<file path="src/hdl/sns_pkg.sv">
// Shared types and constants for the spring network time step block.
// Holds the item structs, the controller-to-datapath command and status structs,
// and the state and operation codes. No dependencies.
package sns_pkg;

  localparam int MAX_PARTICLES = 64;
  localparam int MAX_BONDS     = 512;
  localparam int PW            = $clog2(MAX_PARTICLES);
  localparam int BW            = $clog2(MAX_BONDS);
  localparam int NUM_CFG       = 6;
  localparam int CW            = 3;

  // Configuration register indexes.
  localparam logic [CW-1:0] CFG_STIFF   = 3'd0;
  localparam logic [CW-1:0] CFG_GRAV    = 3'd1;
  localparam logic [CW-1:0] CFG_DAMP    = 3'd2;
  localparam logic [CW-1:0] CFG_DT      = 3'd3;
  localparam logic [CW-1:0] CFG_CUTOFF  = 3'd4;
  localparam logic [CW-1:0] CFG_GSTIFF  = 3'd5;

  // Input modes.
  localparam logic [1:0] MODE_ADD  = 2'd0;
  localparam logic [1:0] MODE_BOND = 2'd1;
  localparam logic [1:0] MODE_STEP = 2'd2;

  // Result status codes.
  localparam logic [1:0] STAT_OK    = 2'd0;
  localparam logic [1:0] STAT_PFULL = 2'd1;
  localparam logic [1:0] STAT_BFULL = 2'd2;
  localparam logic [1:0] STAT_EMPTY = 2'd3;

  typedef struct packed {
    logic [1:0]         mode;
    logic signed [31:0] pos_x;
    logic signed [31:0] pos_y;
  } in_item_t;

  typedef struct packed {
    logic [5:0]         particle_id;
    logic signed [31:0] out_x;
    logic signed [31:0] out_y;
    logic [47:0]        stress_level;
    logic [9:0]         bond_total;
    logic [1:0]         status;
    logic               last;
  } out_item_t;

  typedef enum logic [5:0] {
    OP_NOP, OP_LOAD, OP_ADD, OP_PRD, OP_LAT_A, OP_LAT_B, OP_DIFF, OP_SQX, OP_SQY,
    OP_BRD, OP_BLAT, OP_BWR, OP_FORCE, OP_FSQ, OP_FDX, OP_TX, OP_FDY, OP_TY,
    OP_UPD_A, OP_UPD_B, OP_A_MX, OP_A_MY, OP_A_WR,
    OP_C_M1, OP_C_M2, OP_C_M3, OP_C_M4, OP_C_M5, OP_C_M6, OP_C_M7, OP_C_WR,
    OP_EMIT_PLAIN, OP_EMIT_REP
  } dp_op_t;

  typedef enum logic [5:0] {
    S_IDLE, S_ADD, S_FULL, S_NONE,
    S_BI_RD, S_BI_LAT, S_BJ_RD, S_BJ_LAT, S_DIFF, S_SQX, S_SQY, S_B_CHK, S_B_WR, S_B_END,
    S_A_RD, S_A_MX, S_A_MY, S_A_WR,
    S_K_RD, S_K_LAT, S_K_CHK, S_K_RDA, S_K_LATA, S_K_RDB, S_K_LATB,
    S_K_F, S_K_FF, S_K_FDX, S_K_TX, S_K_FDY, S_K_TY, S_K_RDA2, S_K_UPA, S_K_RDB2, S_K_UPB,
    S_C_RD, S_C_M1, S_C_M2, S_C_M3, S_C_M4, S_C_M5, S_C_M6, S_C_M7, S_C_WR,
    S_D_RD, S_D_OUT
  } state_t;

  typedef struct packed {
    dp_op_t      op;
    logic [PW-1:0] paddr;
    logic [PW-1:0] pi;
    logic [PW-1:0] pj;
    logic [BW-1:0] bidx;
    logic [BW:0]   bcount;
    logic [1:0]    status;
    logic          last;
  } dp_cmd_t;

  typedef struct packed {
    logic          mul_done;
    logic          near;
    logic          py_neg;
    logic [PW-1:0] a;
    logic [PW-1:0] b;
  } dp_stat_t;

endpackage

</file>
<file path="src/hdl/sns_ctrl.sv">
// Controller state machine: walks the particle and bond loops and issues one
// datapath command per cycle. Depends on sns_pkg.
module sns_ctrl (
  input  logic               clk,
  input  logic               rst_n,
  input  logic               accept,
  input  logic [1:0]         mode,
  input  sns_pkg::dp_stat_t  stat,
  output logic               busy,
  output sns_pkg::dp_cmd_t   cmd
);

  localparam logic [sns_pkg::PW:0] PMAX = (sns_pkg::PW+1)'(sns_pkg::MAX_PARTICLES);
  localparam logic [sns_pkg::BW:0] BMAX = (sns_pkg::BW+1)'(sns_pkg::MAX_BONDS);

  sns_pkg::state_t state_r, state_nxt;
  logic [sns_pkg::PW:0] pc_r, pc_nxt, i_r, i_nxt, j_r, j_nxt;
  logic [sns_pkg::BW:0] bc_r, bc_nxt, k_r, k_nxt;
  logic [1:0] status_r, status_nxt;
  logic       bonding_r, bonding_nxt;

  always_ff @(posedge clk) begin
    if (!rst_n) begin
      state_r   <= sns_pkg::S_IDLE;
      pc_r      <= '0;
      bc_r      <= '0;
      i_r       <= '0;
      j_r       <= '0;
      k_r       <= '0;
      status_r  <= sns_pkg::STAT_OK;
      bonding_r <= 1'b0;
    end else begin
      state_r   <= state_nxt;
      pc_r      <= pc_nxt;
      bc_r      <= bc_nxt;
      i_r       <= i_nxt;
      j_r       <= j_nxt;
      k_r       <= k_nxt;
      status_r  <= status_nxt;
      bonding_r <= bonding_nxt;
    end
  end

  // Next state and loop counters.
  always_comb begin
    state_nxt   = state_r;
    pc_nxt      = pc_r;
    bc_nxt      = bc_r;
    i_nxt       = i_r;
    j_nxt       = j_r;
    k_nxt       = k_r;
    status_nxt  = status_r;
    bonding_nxt = bonding_r;
    case (state_r)
      sns_pkg::S_IDLE: begin
        if (accept) begin
          status_nxt = sns_pkg::STAT_OK;
          i_nxt      = '0;
          case (mode)
            sns_pkg::MODE_ADD:  state_nxt = (pc_r >= PMAX) ? sns_pkg::S_FULL : sns_pkg::S_ADD;
            sns_pkg::MODE_BOND: begin
              bonding_nxt = 1'b1;
              state_nxt   = (pc_r >= 2) ? sns_pkg::S_BI_RD : sns_pkg::S_B_END;
            end
            sns_pkg::MODE_STEP: begin
              bonding_nxt = 1'b0;
              state_nxt   = (pc_r == '0) ? sns_pkg::S_NONE : sns_pkg::S_A_RD;
            end
            default: ;
          endcase
        end
      end
      sns_pkg::S_ADD: begin
        pc_nxt    = pc_r + 1'b1;
        state_nxt = sns_pkg::S_IDLE;
      end
      sns_pkg::S_FULL,
      sns_pkg::S_NONE,
      sns_pkg::S_B_END: state_nxt = sns_pkg::S_IDLE;
      sns_pkg::S_BI_RD: state_nxt = sns_pkg::S_BI_LAT;
      sns_pkg::S_BI_LAT: begin
        j_nxt     = i_r + 1'b1;
        state_nxt = sns_pkg::S_BJ_RD;
      end
      sns_pkg::S_BJ_RD:  state_nxt = sns_pkg::S_BJ_LAT;
      sns_pkg::S_BJ_LAT: state_nxt = sns_pkg::S_DIFF;
      sns_pkg::S_DIFF:   state_nxt = sns_pkg::S_SQX;
      sns_pkg::S_SQX:    if (stat.mul_done) state_nxt = sns_pkg::S_SQY;
      sns_pkg::S_SQY: begin
        if (stat.mul_done) state_nxt = bonding_r ? sns_pkg::S_B_CHK : sns_pkg::S_K_F;
      end
      sns_pkg::S_B_CHK,
      sns_pkg::S_B_WR: begin
        if (state_r == sns_pkg::S_B_CHK && stat.near) begin
          if (bc_r >= BMAX) begin
            status_nxt = sns_pkg::STAT_BFULL;
            state_nxt  = sns_pkg::S_B_END;
          end else begin
            state_nxt = sns_pkg::S_B_WR;
          end
        end else begin
          if (state_r == sns_pkg::S_B_WR) bc_nxt = bc_r + 1'b1;
          if (j_r + 1'b1 < pc_r) begin
            j_nxt     = j_r + 1'b1;
            state_nxt = sns_pkg::S_BJ_RD;
          end else if (i_r + 2'd2 < pc_r) begin
            i_nxt     = i_r + 1'b1;
            state_nxt = sns_pkg::S_BI_RD;
          end else begin
            state_nxt = sns_pkg::S_B_END;
          end
        end
      end
      sns_pkg::S_A_RD: state_nxt = sns_pkg::S_A_MX;
      sns_pkg::S_A_MX: if (stat.mul_done) state_nxt = sns_pkg::S_A_MY;
      sns_pkg::S_A_MY: if (stat.mul_done) state_nxt = sns_pkg::S_A_WR;
      sns_pkg::S_A_WR: begin
        if (i_r + 1'b1 < pc_r) begin
          i_nxt     = i_r + 1'b1;
          state_nxt = sns_pkg::S_A_RD;
        end else begin
          i_nxt     = '0;
          k_nxt     = '0;
          state_nxt = (bc_r == '0) ? sns_pkg::S_C_RD : sns_pkg::S_K_RD;
        end
      end
      sns_pkg::S_K_RD:  state_nxt = sns_pkg::S_K_LAT;
      sns_pkg::S_K_LAT: state_nxt = sns_pkg::S_K_CHK;
      sns_pkg::S_K_CHK,
      sns_pkg::S_K_UPB: begin
        // A bond whose end lies outside the stored particles is skipped.
        if (state_r == sns_pkg::S_K_CHK && {1'b0, stat.a} < pc_r && {1'b0, stat.b} < pc_r) begin
          state_nxt = sns_pkg::S_K_RDA;
        end else if (k_r + 1'b1 < bc_r) begin
          k_nxt     = k_r + 1'b1;
          state_nxt = sns_pkg::S_K_RD;
        end else begin
          i_nxt     = '0;
          state_nxt = sns_pkg::S_C_RD;
        end
      end
      sns_pkg::S_K_RDA:  state_nxt = sns_pkg::S_K_LATA;
      sns_pkg::S_K_LATA: state_nxt = sns_pkg::S_K_RDB;
      sns_pkg::S_K_RDB:  state_nxt = sns_pkg::S_K_LATB;
      sns_pkg::S_K_LATB: state_nxt = sns_pkg::S_DIFF;
      sns_pkg::S_K_F:    if (stat.mul_done) state_nxt = sns_pkg::S_K_FF;
      sns_pkg::S_K_FF:   if (stat.mul_done) state_nxt = sns_pkg::S_K_FDX;
      sns_pkg::S_K_FDX:  if (stat.mul_done) state_nxt = sns_pkg::S_K_TX;
      sns_pkg::S_K_TX:   if (stat.mul_done) state_nxt = sns_pkg::S_K_FDY;
      sns_pkg::S_K_FDY:  if (stat.mul_done) state_nxt = sns_pkg::S_K_TY;
      sns_pkg::S_K_TY:   if (stat.mul_done) state_nxt = sns_pkg::S_K_RDA2;
      sns_pkg::S_K_RDA2: state_nxt = sns_pkg::S_K_UPA;
      sns_pkg::S_K_UPA:  state_nxt = sns_pkg::S_K_RDB2;
      sns_pkg::S_K_RDB2: state_nxt = sns_pkg::S_K_UPB;
      sns_pkg::S_C_RD:   state_nxt = sns_pkg::S_C_M1;
      sns_pkg::S_C_M1:   if (stat.mul_done) state_nxt = sns_pkg::S_C_M2;
      sns_pkg::S_C_M2:   if (stat.mul_done) state_nxt = sns_pkg::S_C_M3;
      sns_pkg::S_C_M3:   if (stat.mul_done) state_nxt = sns_pkg::S_C_M4;
      sns_pkg::S_C_M4:   if (stat.mul_done) state_nxt = sns_pkg::S_C_M5;
      sns_pkg::S_C_M5: begin
        if (stat.mul_done) state_nxt = stat.py_neg ? sns_pkg::S_C_M6 : sns_pkg::S_C_WR;
      end
      sns_pkg::S_C_M6:   if (stat.mul_done) state_nxt = sns_pkg::S_C_M7;
      sns_pkg::S_C_M7:   if (stat.mul_done) state_nxt = sns_pkg::S_C_WR;
      sns_pkg::S_C_WR: begin
        if (i_r + 1'b1 < pc_r) begin
          i_nxt     = i_r + 1'b1;
          state_nxt = sns_pkg::S_C_RD;
        end else begin
          i_nxt     = '0;
          state_nxt = sns_pkg::S_D_RD;
        end
      end
      sns_pkg::S_D_RD: state_nxt = sns_pkg::S_D_OUT;
      sns_pkg::S_D_OUT: begin
        if (i_r + 1'b1 < pc_r) begin
          i_nxt     = i_r + 1'b1;
          state_nxt = sns_pkg::S_D_RD;
        end else begin
          state_nxt = sns_pkg::S_IDLE;
        end
      end
      default: state_nxt = sns_pkg::S_IDLE;
    endcase
  end

  // Datapath commands.
  always_comb begin
    cmd.op     = sns_pkg::OP_NOP;
    cmd.paddr  = i_r[sns_pkg::PW-1:0];
    cmd.pi     = i_r[sns_pkg::PW-1:0];
    cmd.pj     = j_r[sns_pkg::PW-1:0];
    cmd.bidx   = k_r[sns_pkg::BW-1:0];
    cmd.bcount = bc_r;
    cmd.status = status_r;
    cmd.last   = 1'b1;
    case (state_r)
      sns_pkg::S_IDLE: if (accept) cmd.op = sns_pkg::OP_LOAD;
      sns_pkg::S_ADD: begin
        cmd.op     = sns_pkg::OP_ADD;
        cmd.paddr  = pc_r[sns_pkg::PW-1:0];
        cmd.status = sns_pkg::STAT_OK;
      end
      sns_pkg::S_FULL: begin
        cmd.op     = sns_pkg::OP_EMIT_PLAIN;
        cmd.status = sns_pkg::STAT_PFULL;
      end
      sns_pkg::S_NONE: begin
        cmd.op     = sns_pkg::OP_EMIT_PLAIN;
        cmd.status = sns_pkg::STAT_EMPTY;
      end
      sns_pkg::S_B_END:  cmd.op = sns_pkg::OP_EMIT_PLAIN;
      sns_pkg::S_BI_RD:  cmd.op = sns_pkg::OP_PRD;
      sns_pkg::S_BI_LAT: cmd.op = sns_pkg::OP_LAT_A;
      sns_pkg::S_BJ_RD: begin
        cmd.op    = sns_pkg::OP_PRD;
        cmd.paddr = j_r[sns_pkg::PW-1:0];
      end
      sns_pkg::S_BJ_LAT: cmd.op = sns_pkg::OP_LAT_B;
      sns_pkg::S_DIFF:   cmd.op = sns_pkg::OP_DIFF;
      sns_pkg::S_SQX:    cmd.op = sns_pkg::OP_SQX;
      sns_pkg::S_SQY:    cmd.op = sns_pkg::OP_SQY;
      sns_pkg::S_B_WR: begin
        cmd.op   = sns_pkg::OP_BWR;
        cmd.bidx = bc_r[sns_pkg::BW-1:0];
      end
      sns_pkg::S_A_RD:   cmd.op = sns_pkg::OP_PRD;
      sns_pkg::S_A_MX:   cmd.op = sns_pkg::OP_A_MX;
      sns_pkg::S_A_MY:   cmd.op = sns_pkg::OP_A_MY;
      sns_pkg::S_A_WR:   cmd.op = sns_pkg::OP_A_WR;
      sns_pkg::S_K_RD:   cmd.op = sns_pkg::OP_BRD;
      sns_pkg::S_K_LAT:  cmd.op = sns_pkg::OP_BLAT;
      sns_pkg::S_K_RDA,
      sns_pkg::S_K_RDA2: begin
        cmd.op    = sns_pkg::OP_PRD;
        cmd.paddr = stat.a;
      end
      sns_pkg::S_K_LATA: cmd.op = sns_pkg::OP_LAT_A;
      sns_pkg::S_K_RDB,
      sns_pkg::S_K_RDB2: begin
        cmd.op    = sns_pkg::OP_PRD;
        cmd.paddr = stat.b;
      end
      sns_pkg::S_K_LATB: cmd.op = sns_pkg::OP_LAT_B;
      sns_pkg::S_K_F:    cmd.op = sns_pkg::OP_FORCE;
      sns_pkg::S_K_FF:   cmd.op = sns_pkg::OP_FSQ;
      sns_pkg::S_K_FDX:  cmd.op = sns_pkg::OP_FDX;
      sns_pkg::S_K_TX:   cmd.op = sns_pkg::OP_TX;
      sns_pkg::S_K_FDY:  cmd.op = sns_pkg::OP_FDY;
      sns_pkg::S_K_TY:   cmd.op = sns_pkg::OP_TY;
      sns_pkg::S_K_UPA: begin
        cmd.op    = sns_pkg::OP_UPD_A;
        cmd.paddr = stat.a;
      end
      sns_pkg::S_K_UPB: begin
        cmd.op    = sns_pkg::OP_UPD_B;
        cmd.paddr = stat.b;
      end
      sns_pkg::S_C_RD:   cmd.op = sns_pkg::OP_PRD;
      sns_pkg::S_C_M1:   cmd.op = sns_pkg::OP_C_M1;
      sns_pkg::S_C_M2:   cmd.op = sns_pkg::OP_C_M2;
      sns_pkg::S_C_M3:   cmd.op = sns_pkg::OP_C_M3;
      sns_pkg::S_C_M4:   cmd.op = sns_pkg::OP_C_M4;
      sns_pkg::S_C_M5:   cmd.op = sns_pkg::OP_C_M5;
      sns_pkg::S_C_M6:   cmd.op = sns_pkg::OP_C_M6;
      sns_pkg::S_C_M7:   cmd.op = sns_pkg::OP_C_M7;
      sns_pkg::S_C_WR:   cmd.op = sns_pkg::OP_C_WR;
      sns_pkg::S_D_RD:   cmd.op = sns_pkg::OP_PRD;
      sns_pkg::S_D_OUT: begin
        cmd.op     = sns_pkg::OP_EMIT_REP;
        cmd.status = sns_pkg::STAT_OK;
        cmd.last   = (i_r + 1'b1 == pc_r);
      end
      default: ;
    endcase
  end

  assign busy = (state_r != sns_pkg::S_IDLE);

endmodule

</file>
<file path="config.mk">
export PLATFORM = sky130hd
export DESIGN_NAME = sns_ctrl
export DESIGN_NICKNAME = d
export VERILOG_FILES = /design/src/hdl/sns_pkg.sv /design/src/hdl/sns_ctrl.sv
export SDC_FILE = /design/constraint.sdc
export NUM_CORES = 1
export LEC_CHECK = 0
export BUFFER_PORTS_ARGS = -buffer_cell sky130_fd_sc_hd__buf_2
export CORE_MARGIN = 4
export CORE_UTILIZATION = 65
export CTS_BUF_LIST = sky130_fd_sc_hd__clkbuf_16
export DETAILED_ROUTE_END_ITERATION = 16
export PLACE_DENSITY = 0.91
export SYNTH_ARGS = -nofsm -noshare
export SYNTH_HDL_FRONTEND = slang
export SYNTH_SLANG_ARGS = --single-unit
</file>
<file path="constraint.sdc">
create_clock -name clk -period 8.6 [get_ports clk]
set_clock_uncertainty 0.05 [all_clocks]
set_input_delay 0.86 -clock clk [delete_from_list [all_inputs] [get_ports clk]]
set_output_delay 0.86 -clock clk [all_outputs]
set_load 0.05 [all_outputs]
</file>
== Word-level counts from Yosys, hierarchy flattened ==
Index checks and enable logic that the tools add are counted.

* Add/sub/neg operators: 6
* $lt $le $gt $ge: 9
* Bitwise operators: 1
* Reductions and logical operators: 30
* Equality and inequality tests: 78
* Muxes and demuxes: 62

{| class="wikitable"
|+ Operator list
! kind !! count
|-
| case mux 6 bit (39 select lines) || 1
|-
| case mux 6 bit (32 select lines) || 1
|-
| two-way mux 6 bit || 24
|-
| == test 6 x 5 -> 1 bit (second input constant) || 16
|-
| == test 6 bit (second input constant) || 14
|-
| two-way mux 7 bit || 10
|-
| != test 2 bit (second input constant) || 29
|-
| == test 6 x 4 -> 1 bit (second input constant) || 8
|-
| case mux 7 bit (5 select lines) || 1
|-
| two-way mux 10 bit || 3
|-
| == test 6 x 3 -> 1 bit (second input constant) || 4
|-
| case mux 6 bit (4 select lines) || 1
|-
| adder 7 x 1 -> 7 bit (second input constant) || 3
|-
| < comparator 7 bit || 3
|-
| adder 10 x 1 -> 10 bit (second input constant) || 2
|-
| two-way mux 4 bit || 5
|-
| case mux 10 bit (2 select lines) || 1
|-
| AND reduction 19 bit || 1
|-
| case mux 6 bit (3 select lines) || 1
|-
| < comparator 6 x 7 -> 1 bit || 2
|-
| case mux 7 bit (2 select lines) || 1
|-
| == test 6 x 2 -> 1 bit (second input constant) || 2
|-
| OR reduction 2 bit || 6
|-
| greater-or-equal comparator 10 bit (second input constant) || 1
|-
| other kinds (30) || 46
|}

* Output and inout port bits: 47
* Input bits: 20
* Word-level logic and storage cells: 194
* Register bits: 50

== Longest topological paths before layout ==
Gate-level depths: netlist (run 1).

* Depth in word-level cells: 6
* Mapped depth: 14
* Gate-level depth less buffers: 13

== Worst setup path before layout (run 1) ==
Ideal clock, no wire load.

* Path type: reg-to-output
* From: reg state_r[0]
* To: out cmd[42] (netlist bit)
* Buffers on the path: 4
* Arrival: 2864 ps
* Data required time: 7690 ps
* Cell stages (with the launch flop): 7
* Path slack: 4826 ps
* Cells stage by stage: dfxtp_1 buf_1 clkbuf_1 clkbuf_1 clkbuf_1 a221oi_1 o32ai_1

{| class="wikitable"
|+ RTL lines
! element !! line !! RTL
|-
| start: declaration || sns_ctrl.sv:16 || <nowiki>sns_pkg::state_t state_r, state_nxt;</nowiki>
|-
| start signal: assignment || sns_ctrl.sv:24 || <nowiki>state_r <= sns_pkg::S_IDLE;</nowiki>
|-
| start signal: assignment || sns_ctrl.sv:33 || <nowiki>state_r <= state_nxt;</nowiki>
|-
| end: declaration || sns_ctrl.sv:10 || <nowiki>output sns_pkg::dp_cmd_t cmd</nowiki>
|}

==> impl_metrics.ini, run 1 <==
[synth]
seq_area_frac_synth_pct = 18.2
ys_seq_elements = 49
synth_top_area_cell = dfxtp_1
synth_cell_types = 76
syn_inst = 750
ys_warn_count = 0
syn_nets = 820
synth-edff-count = 0
netlist_area_um2 = 5380
yosysTopAreaCellShare_pct = 18.2
synth_area_per_cell_um2 = 7.17
ys.flop_type = dfxtp_1
async_flop_share_pct = 0
ys_top_cells_by_area = dfxtp_1 (18%), ha_1 (12%), nand2_1 (6.1%)

[detailed_routing]
drc = 0
dr.pass1.iters = 6
vias_per_cell = 6.68
ant_nets = 0
drt-wirelength-per-cell_um = 18.7
via_count = 5804
drt_iter0_markers = 649
drt-total-wl_um = 16200

[clock_network]
post_cts_buffers = 0
clock-sinks = 49
cts_tree = done
clkLatencyLatePin_ns = 0.29
cts_max_level = 2
clockRootBuffer = clkbuf_16
cts_made_buffers = 5
clkTransAtPathRegs_ns = 0.07
max-clock-path-buffers = 2
ctsHoldBuffers = 0
cts_resized = 0

[sta]
timing.slew.headroom_pct = 45.1
tightest_slew_ns = 0.823
rsz0062_at_grt = no
fin_crit_ns = 4.10
tns_ns = 0
finalSetupViolations = 0
hold_violations = 0
slew_viol_final = 0
fin_crit_sh_pct = 47.6
max_freq_mhz = 244

[global_routing]
grt_pass1_wl_um = 26800
antenna_found_initial = 0
grt.overflow.total = 0
grt_pass1_vias = 5539
grt_start_max_net_pins = 49
grt_usage_pct = 32.4

[cells_and_area]
final_layout_size_suffix_gt1_share_pct = 11.2
fin_nets = 836
n_antenna_cell = 0
final_core_util_pct = 72.5
area_growth_pct = 6.30

[setup_path]
r2r-start = k_r[2]$_SDFFE_PN0P_
crit_slowest_cell = dfxtp_1
worstReg2RegEnd = k_r[1]$_SDFFE_PN0P_
crit_type = reg2out
worstPathCellList = clkinv_1, nor2_1, and3_1, a222oi_1, a31oi_1, buf_2
max_stage_delay_ns = 0.86
cp-start-kind = flip-flop
arrival_ns = 3.19
reg2regPathDepth = 13
worst-r2r-setup-slack_ns = 4.64
path_max_fanout = 26
required_ns = 7.69
critPathCaptureType = output pin

[floorplanning]
die_w_um = 99.0
fp-row-count = 32
ios = 67
initial_core_util_pct = 68.2
die-area_um2 = 9800
fp.dieH_um = 99.0
core-area_um2 = 7890

[power]
leakage_nw = 2.45
power.density_nw_per_um2 = 151
vdd_drop_max_mv = 0.124

[placed_design]
io_buffers = 66
routabilityCongestion = 0.971
place_hpwl_um = 12100

[min_path]
min_delay_path_depth = 2
hold_end = j_r[6]$_SDFFE_PN0P_
hold_path.startpoint = j_r[6]$_SDFFE_PN0P_
min_path_type = reg2reg

[status]
status = finished, final reports clean

[run]
max-cap-violations = 0
[routing by layer]
| metal | vias up | track usage [%] | wire length (um) |
|---|---|---|---|
| met5 | - | 0 | 0 |
| met2 | 356 | 54.2 | 7720 |
| met1 | 2676 | 41.2 | 6440 |
| li1 | 2701 | - | - |
| met4 | 0 | 14.1 | 655 |
| met3 | 71 | 4.60 | 1420 |
[layout by cell type, fill, tap and decap left out, types with 11 or more instances in the layout]
master    Yosys  final
a21boi_1     11     11
a21oi_1      43     43
a31oi_1      12     12
and2_1       23     23
buf_2         5     66
dfxtp_1      49     49
ha_1         50     50
inv_1        37     38
nand2_1      87     87
nand3_1      19     19
nand4_1      13     13
nor2_1       62     62
nor2b_1      27     27
nor3_1       15     15
o21ai_0      46     46
xnor2_1      27     27
xor2_1       13     13
[cells by family after synthesis]
| logic type | Yosys count | synth area share, % |
|---|---|---|
| and+or+nand+nor | 291 | 27.1 |
| muxes | 10 | 1.88 |
| xor gates and xnor gates | 40 | 6.51 |
| DFF | 49 | 18.2 |
| buffers and inverters | 102 | 8.42 |
| AOI/OAI and AO/OA | 208 | 26.2 |
| adders and majority gates | 50 | 11.6 |
[stage by stage]
stage | hold WS [ns] | setup slack (ns) | cells | power, mW | cell area (um^2)
2_1_floorplan | 0.392 | 4.83 | 750 | 0.569 | 5380
5_1_grt | 0.481 | 4.24 | 869 | 0.906 | 5720
3_3_place_gp | 0.399 | 4.98 | 861 | 0.656 | 5580
3_5_place_dp | 0.431 | 4.72 | 861 | 0.659 | 5580
4_1_cts | 0.438 | 4.62 | 869 | 0.854 | 5720
6_report | 0.449 | 4.50 | 869 | 0.865 | 5720
[worst max-delay path, delay by kind of cell, from the launching register on]
kind	cells	cell delay, ns
AO/OA/AOI/OAI	2	0.35
flip-flops	1	0.86
AND/OR/NAND/NOR	2	0.91
buffers and inverters	2	0.78
[cell type report]
type	instances	area, um^2
clock buffer	5	125
clock inverter	3	17.5
fill	624	2170
inverter	39	146
multi-input combinational	599	3950
sequential	49	981
tap	102	128
timing repair buffer	72	375
[where the power goes]
part | switching [mW] | internal, mW
Combinational | 0.291 | 0.125
Clock | 0.0913 | 0.108
Sequential | 0.0147 | 0.235
[registers in the layout, summed over array words and instances, names as in the netlist]
signal	cells
bc_r	10
j_r	7
pc_r	7
bonding_r	1
k_r	10
state_r	6
status_r	1
i_r	7
[synthesized netlist by cell type (all sizes together) (7+ instances only)]
master  number
a21boi      15
a21oi       43
a22oi        7
a31oi       13
and2        25
and3         9
buf         26
clkbuf      37
dfxtp       49
ha          50
inv         37
mux2i        9
nand2       87
nand3       19
nand4       13
nor2        63
nor2b       27
nor3        15
o21ai       51
xnor2       27
xor2        13
[worst max path at each step]
stage,end,depth (start not counted),slack (ns),startpoint
2_1_floorplan,cmd[42],6,4.83,state_r[0]$_SDFFE_PN0P_
3_3_place_gp,k_r[8]$_SDFFE_PN0P_,13,4.98,k_r[0]$_SDFFE_PN0P_
3_5_place_dp,k_r[1]$_SDFFE_PN0P_,13,4.72,k_r[2]$_SDFFE_PN0P_
4_1_cts,cmd[35],6,4.62,state_r[1]$_SDFFE_PN0P_
5_1_grt,k_r[1]$_SDFFE_PN0P_,13,4.24,k_r[2]$_SDFFE_PN0P_
6_report,cmd[35],6,4.50,state_r[1]$_SDFFE_PN0P_
Note: power is estimated with default switching activity, not from simulation.
==> run 2, diff against run 1 <==
--- a/config.mk
+++ b/config.mk
@@ -7,10 +7,10 @@
 export LEC_CHECK = 0
 export BUFFER_PORTS_ARGS = -buffer_cell sky130_fd_sc_hd__buf_2
 export CORE_MARGIN = 4
-export CORE_UTILIZATION = 65
+export CORE_UTILIZATION = 60
 export CTS_BUF_LIST = sky130_fd_sc_hd__clkbuf_16
 export DETAILED_ROUTE_END_ITERATION = 16
-export PLACE_DENSITY = 0.91
+export PLACE_DENSITY = 0.85
 export SYNTH_ARGS = -nofsm -noshare
 export SYNTH_HDL_FRONTEND = slang
 export SYNTH_SLANG_ARGS = --single-unit
==> constraint.sdc (replaced) <==
create_clock -name clk -period 4.1 [get_ports clk]
set_clock_uncertainty 0.05 [all_clocks]
set_input_delay 0.41 -clock clk [delete_from_list [all_inputs] [get_ports clk]]
set_output_delay 0.41 -clock clk [all_outputs]
set_load 0.05 [all_outputs]
==> run 2 against run 1 <==
Effect of this change:
- die area increased by 7.6%
- non-clock buffer count is 7 higher
- final area increased by 1.5%
- sequential share of layout area decreased by 0.26 points
- core utilization shrank 5.9 points
- hold slack got worse by 0.031 ns
- highest routed layer unchanged
==> impl_metrics.ini, run 2 (synthesis results as in run 1) <==
[status]
status = finished, final reports clean

[placed_design]
routabilityCongestion = 0.965
place_hpwl_um = 11800
io_buffers = 66
dp_cells = 874
dp_slack_ns = 0.321
placed_cell_area_um2 = 5640

[clock_network]
clkLatencyLatePin_ns = 0.30
clockRootBuffer = clkbuf_16
cts_made_buffers = 5
clkTransAtPathRegs_ns = 0.07
cts_max_level = 2
cts_tree = done
clock-sinks = 49
max-clock-path-buffers = 2
ctsHoldBuffers = 0

[setup_path]
cp-start-kind = flip-flop
path_max_fanout = 10
max_stage_delay_ns = 0.43
worst-r2r-setup-slack_ns = 0.48
reg2regPathDepth = 13
required_ns = 4.24
worstReg2RegEnd = k_r[1]$_SDFFE_PN0P_
critPathCaptureType = flip-flop
worstPathCellList = ha_1, nand3_1, nor2_1, nand3_1, xnor2_1, ha_1, and4_1, o211a_1, a2111o_1, nor2_2, o21bai_1, a22oi_1, nor2b_1
arrival_ns = 3.76
crit_end = k_r[1]$_SDFFE_PN0P_
crit_slowest_cell = dfxtp_1
crit_start = k_r[0]$_SDFFE_PN0P_
crit_type = reg2reg
r2r-start = k_r[0]$_SDFFE_PN0P_

[sta]
fin_crit_sh_pct = 88.3
tns_ns = 0
slew_viol_final = 0
hold_violations = 0
timing.slew.headroom_pct = 41.9
rsz0062_at_grt = no
finalSetupViolations = 0
tightest_slew_ns = 0.871
max_freq_mhz = 276
finalWorstSetupSlack_ns = 0.481
fin_crit_ns = 3.62

[cells_and_area]
final_layout_size_suffix_gt1_share_pct = 12.1
n_antenna_cell = 0
design_area_um2 = 5810
reg_top3 = bc_r x10, k_r x10
fin_nets = 843
final_common_cell = nand2_1
instances_no_fill = 882
final_cell_mix = nand2_1 (87), buf_2 (66), nor2_1 (61), ha_1 (50), dfxtp_1 (49)
area_growth_pct = 7.91

[power]
p_int_mw = 1.05
power_frac_comb_pct = 44.9
vdd_drop_max_mv = 0.226
swShare_pct = 44.1
power.density_nw_per_um2 = 324
clockPowerShare_pct = 25.5
net-switching-power_mw = 0.830
seqPwrFrac_pct = 29.6
leakage_nw = 2.49

[global_routing]
grt_pass1_vias = 5299
grt_usage_pct = 30.0
grt_start_max_net_pins = 48
grt_pass1_wl_um = 25600
grt.overflow.total = 0
antenna_found_initial = 0

[floorplanning]
fp.dieH_um = 103
die-area_um2 = 10500
ios = 67
die_w_um = 103
initial_core_util_pct = 61.7
fp-row-count = 34
core-area_um2 = 8720

[detailed_routing]
vias_per_cell = 6.45
ant_nets = 0
dr.pass1.iters = 5
drc = 0
via_count = 5691
drt-wirelength-per-cell_um = 17.7
drt_iter0_markers = 491
drt-total-wl_um = 15600

[min_path]
min_path_type = reg2reg

[run]
max-cap-violations = 0
==> run 2: what timing repair did <==
action,CTS,global route
setup endpoints to repair,0,10
setup buffers,0,0
resized for setup,0,1
==> run 2: through the flow <==
stage                     hold WS [ns]  power (mW)  util [%]
after floorplan                  0.392        1.19         -
after global placement           0.400        1.38      64.6
after detailed placement         0.415        1.39      64.6
after CTS                        0.423        1.87      66.5
after global routing             0.459        1.98      66.6
final                            0.418        1.88      66.6
==> run 2: worst min path at each step <==
stage | slack (ns) | to | cells after the start | startpoint
after floorplan | 0.39 | j_r[6]$_SDFFE_PN0P_ | 2 | j_r[6]$_SDFFE_PN0P_
after global placement | 0.40 | j_r[6]$_SDFFE_PN0P_ | 2 | j_r[6]$_SDFFE_PN0P_
after detailed placement | 0.42 | j_r[6]$_SDFFE_PN0P_ | 2 | j_r[6]$_SDFFE_PN0P_
after CTS | 0.42 | j_r[6]$_SDFFE_PN0P_ | 2 | j_r[6]$_SDFFE_PN0P_
after global routing | 0.46 | bonding_r$_SDFFE_PN0P_ | 3 | accept
final | 0.42 | j_r[6]$_SDFFE_PN0P_ | 2 | j_r[6]$_SDFFE_PN0P_
==> run 2: worst max-delay path: cells and delay by family, from the launching register on <==
family,cells,cell delay (ns)
AO/OA/AOI/OAI,4,1.13
adder cells (fa/ha/maj),2,0.52
flip-flops,1,0.43
AND/OR/NAND/NOR,6,1.17
XOR/XNOR,1,0.20
==> run 2: area by class of cell <==
| cell class | count | area [um^2] |
|---|---|---|
| clock buffer | 5 | 125 |
| fill | 763 | 2920 |
| multi-input combinational | 599 | 3950 |
| tap | 108 | 135 |
| timing repair buffer | 79 | 428 |
| sequential | 49 | 981 |
| clock inverter | 3 | 41.3 |
| inverter | 39 | 146 |
==> run 2: power by group through the flow <==
stage	registers (mW)	logic [mW]	clock network (mW)
CTS	0.552	0.834	0.489
floorplan	0.520	0.673	0
finish	0.556	0.844	0.480
global route	0.561	0.912	0.503
detailed placement	0.563	0.831	0
global placement	0.562	0.819	0
==> run 2: metal layers <==
metal | track usage (%) | routed length [um] | vias up
met1 | 38.8 | 6340 | 2633
li1 | - | - | 2729
met3 | 5.41 | 1320 | 45
met4 | 12.0 | 488 | 0
met2 | 49.6 | 7500 | 284
met5 | 0 | 0 | -
==> run 3, diff against run 2 <==
--- a/config.mk
+++ b/config.mk
@@ -7,10 +7,10 @@
 export LEC_CHECK = 0
 export BUFFER_PORTS_ARGS = -buffer_cell sky130_fd_sc_hd__buf_2
 export CORE_MARGIN = 4
-export CORE_UTILIZATION = 60
-export CTS_BUF_LIST = sky130_fd_sc_hd__clkbuf_16
+export CORE_UTILIZATION = 61
+export CTS_BUF_LIST = sky130_fd_sc_hd__clkbuf_4 sky130_fd_sc_hd__clkbuf_8
 export DETAILED_ROUTE_END_ITERATION = 16
-export PLACE_DENSITY = 0.85
+export PLACE_DENSITY = 0.86
 export SYNTH_ARGS = -nofsm -noshare
 export SYNTH_HDL_FRONTEND = slang
 export SYNTH_SLANG_ARGS = --single-unit
==> run 3 against run 2 <==
Effect of this change:
- sequential power barely moved
- via count fell by 1.1%
- die area fell by 1.5%
- fmax fell by 1.5%
- global-route usage rose by 0.13 points
- first-iteration DRC count fell by 1.6%
- critical path type unchanged
- largest power group unchanged
- clock-buffer cell count did not move
- register-to-register slack got worse by 0.06 ns
- final cell count fell by 0.11%
- total power fell by 8.7%
- highest routed layer unchanged
==> impl_metrics.ini, run 3 (synthesis results as in run 1) <==
[status]
status = finished, final reports clean

[cells_and_area]
final_layout_size_suffix_gt1_share_pct = 12.6
final_cell_mix = nand2_1 (87), buf_2 (66), nor2_1 (61), ha_1 (50), dfxtp_1 (49)
final_core_util_pct = 68.6
multiInputGateArea_um2 = 3950
reg_top3 = bc_r x10, k_r x10
seqCellArea_um2 = 981
area_growth_pct = 6.86
nFillCells = 719
final_common_cell = nand2_1
n_antenna_cell = 0
fin_nets = 845

[sta]
fin_crit_sh_pct = 89.6
slew_viol_final = 0
tns_ns = 0
fin_crit_ns = 3.67
rsz0062_at_grt = no
max_freq_mhz = 272
tightest_slew_ns = 0.877
whs_ns = 0.418
timing.slew.headroom_pct = 41.5
hold_violations = 0
finalSetupViolations = 0

[floorplanning]
fp.dieH_um = 102
die-area_um2 = 10400
initial_core_util_pct = 64.2
die_w_um = 102
core-area_um2 = 8380
ios = 67
fp-row-count = 33

[setup_path]
critPathCaptureType = flip-flop
worstPathCellList = ha_1, nand2_1, nor2_1, xnor2_1, inv_1, ha_1, a21oi_1, o21ai_0, o21ai_0, nand4_1, nor4b_4, o21ai_1, a31o_1
arrival_ns = 3.83
cp-start-kind = flip-flop
crit_type = reg2reg
required_ns = 4.26
path_max_fanout = 10
crit_slowest_cell = nor4b_4
worst-r2r-setup-slack_ns = 0.43
max_stage_delay_ns = 0.66

[power]
vdd_drop_max_mv = 0.201
power.density_nw_per_um2 = 299
leakage_nw = 2.46
totalPowerFinal_mw = 1.72
swShare_pct = 48.0
seqPwrFrac_pct = 32.3
p_int_mw = 0.893
power_frac_comb_pct = 49.8
net-switching-power_mw = 0.823
clockPowerShare_pct = 18.0

[detailed_routing]
dr.pass1.iters = 5
drt_iter0_markers = 483
drt-wirelength-per-cell_um = 17.9
drt-total-wl_um = 15700
vias_per_cell = 6.39
drc = 0
ant_nets = 0
via_count = 5627

[placed_design]
io_buffers = 66
routabilityCongestion = 0.938
place_hpwl_um = 12100

[clock_network]
post_cts_buffers = 0
clock-sinks = 49
ctsHoldBuffers = 0
cts_made_buffers = 5
clkLatencyLatePin_ns = 0.31
clkTransAtPathRegs_ns = 0.10
clockRootBuffer = clkbuf_8
cts_resized = 0
max-clock-path-buffers = 2
cts_max_level = 2
cts_tree = done

[global_routing]
grt_usage_pct = 30.2
grt.overflow.total = 0
grt_start_max_net_pins = 48
antenna_found_initial = 0
grt_pass1_vias = 5235
grt_pass1_wl_um = 25700

[run]
max-cap-violations = 0

[min_path]
min_path_type = in2reg
run 3: per-stage QoR:
stage	cells	area, um^2	setup WS, ns
4_1_cts	881	5740	0.209
5_1_grt	881	5750	0.105
3_5_place_dp	873	5650	0.237
3_3_place_gp	873	5650	0.484
6_report	881	5750	0.425
2_1_floorplan	750	5380	0.747
run 3: metal layers:
metal  vias to the layer above  GRT usage (%)  part of all wire, %
met5                         -              0                    0
met4                         0           10.9                  2.7
met3                        41           4.30                  7.8
met2                       249           49.8                   47
met1                      2617           40.2                   43
li1                       2720              -                    -
run 3: worst paths after layout:
check,startpoint,end,cells past startpoint
setup / recovery,i_r[0]$_SDFFE_PN0P_,i_r[2]$_SDFFE_PN0P_,13
setup reg to reg,i_r[0]$_SDFFE_PN0P_,i_r[2]$_SDFFE_PN0P_,13
hold reg to reg,j_r[6]$_SDFFE_PN0P_,j_r[6]$_SDFFE_PN0P_,2
hold / removal,accept,bonding_r$_SDFFE_PN0P_,3
run 3: power groups by stage:
stage	sequential, mW	clock (mW)	combinational [mW]
5_1_grt	0.558	0.330	0.918
2_1_floorplan	0.520	0	0.673
3_3_place_gp	0.562	0	0.823
4_1_cts	0.552	0.311	0.840
6_report	0.554	0.308	0.854
3_5_place_dp	0.563	0	0.839
run 3: area by class of cell:
class                      count  share of cell area (%)
clock inverter                 3                   0.457
tap                          105                    2.29
timing repair buffer          81                    7.70
sequential                    49                    17.1
inverter                      39                    2.55
clock buffer                   5                    1.20
multi-input combinational    599                    68.7
run 3: worst max-delay path, delay by kind of cell, from the launching register on:
family	cells	cell delay, ns
AND/OR/NAND/NOR	4	1.03
AO/OA/AOI/OAI	5	0.96
adder cells (fa/ha/maj)	2	0.65
flip-flops	1	0.59
XOR/XNOR	1	0.21
buffers and inverters	1	0.08
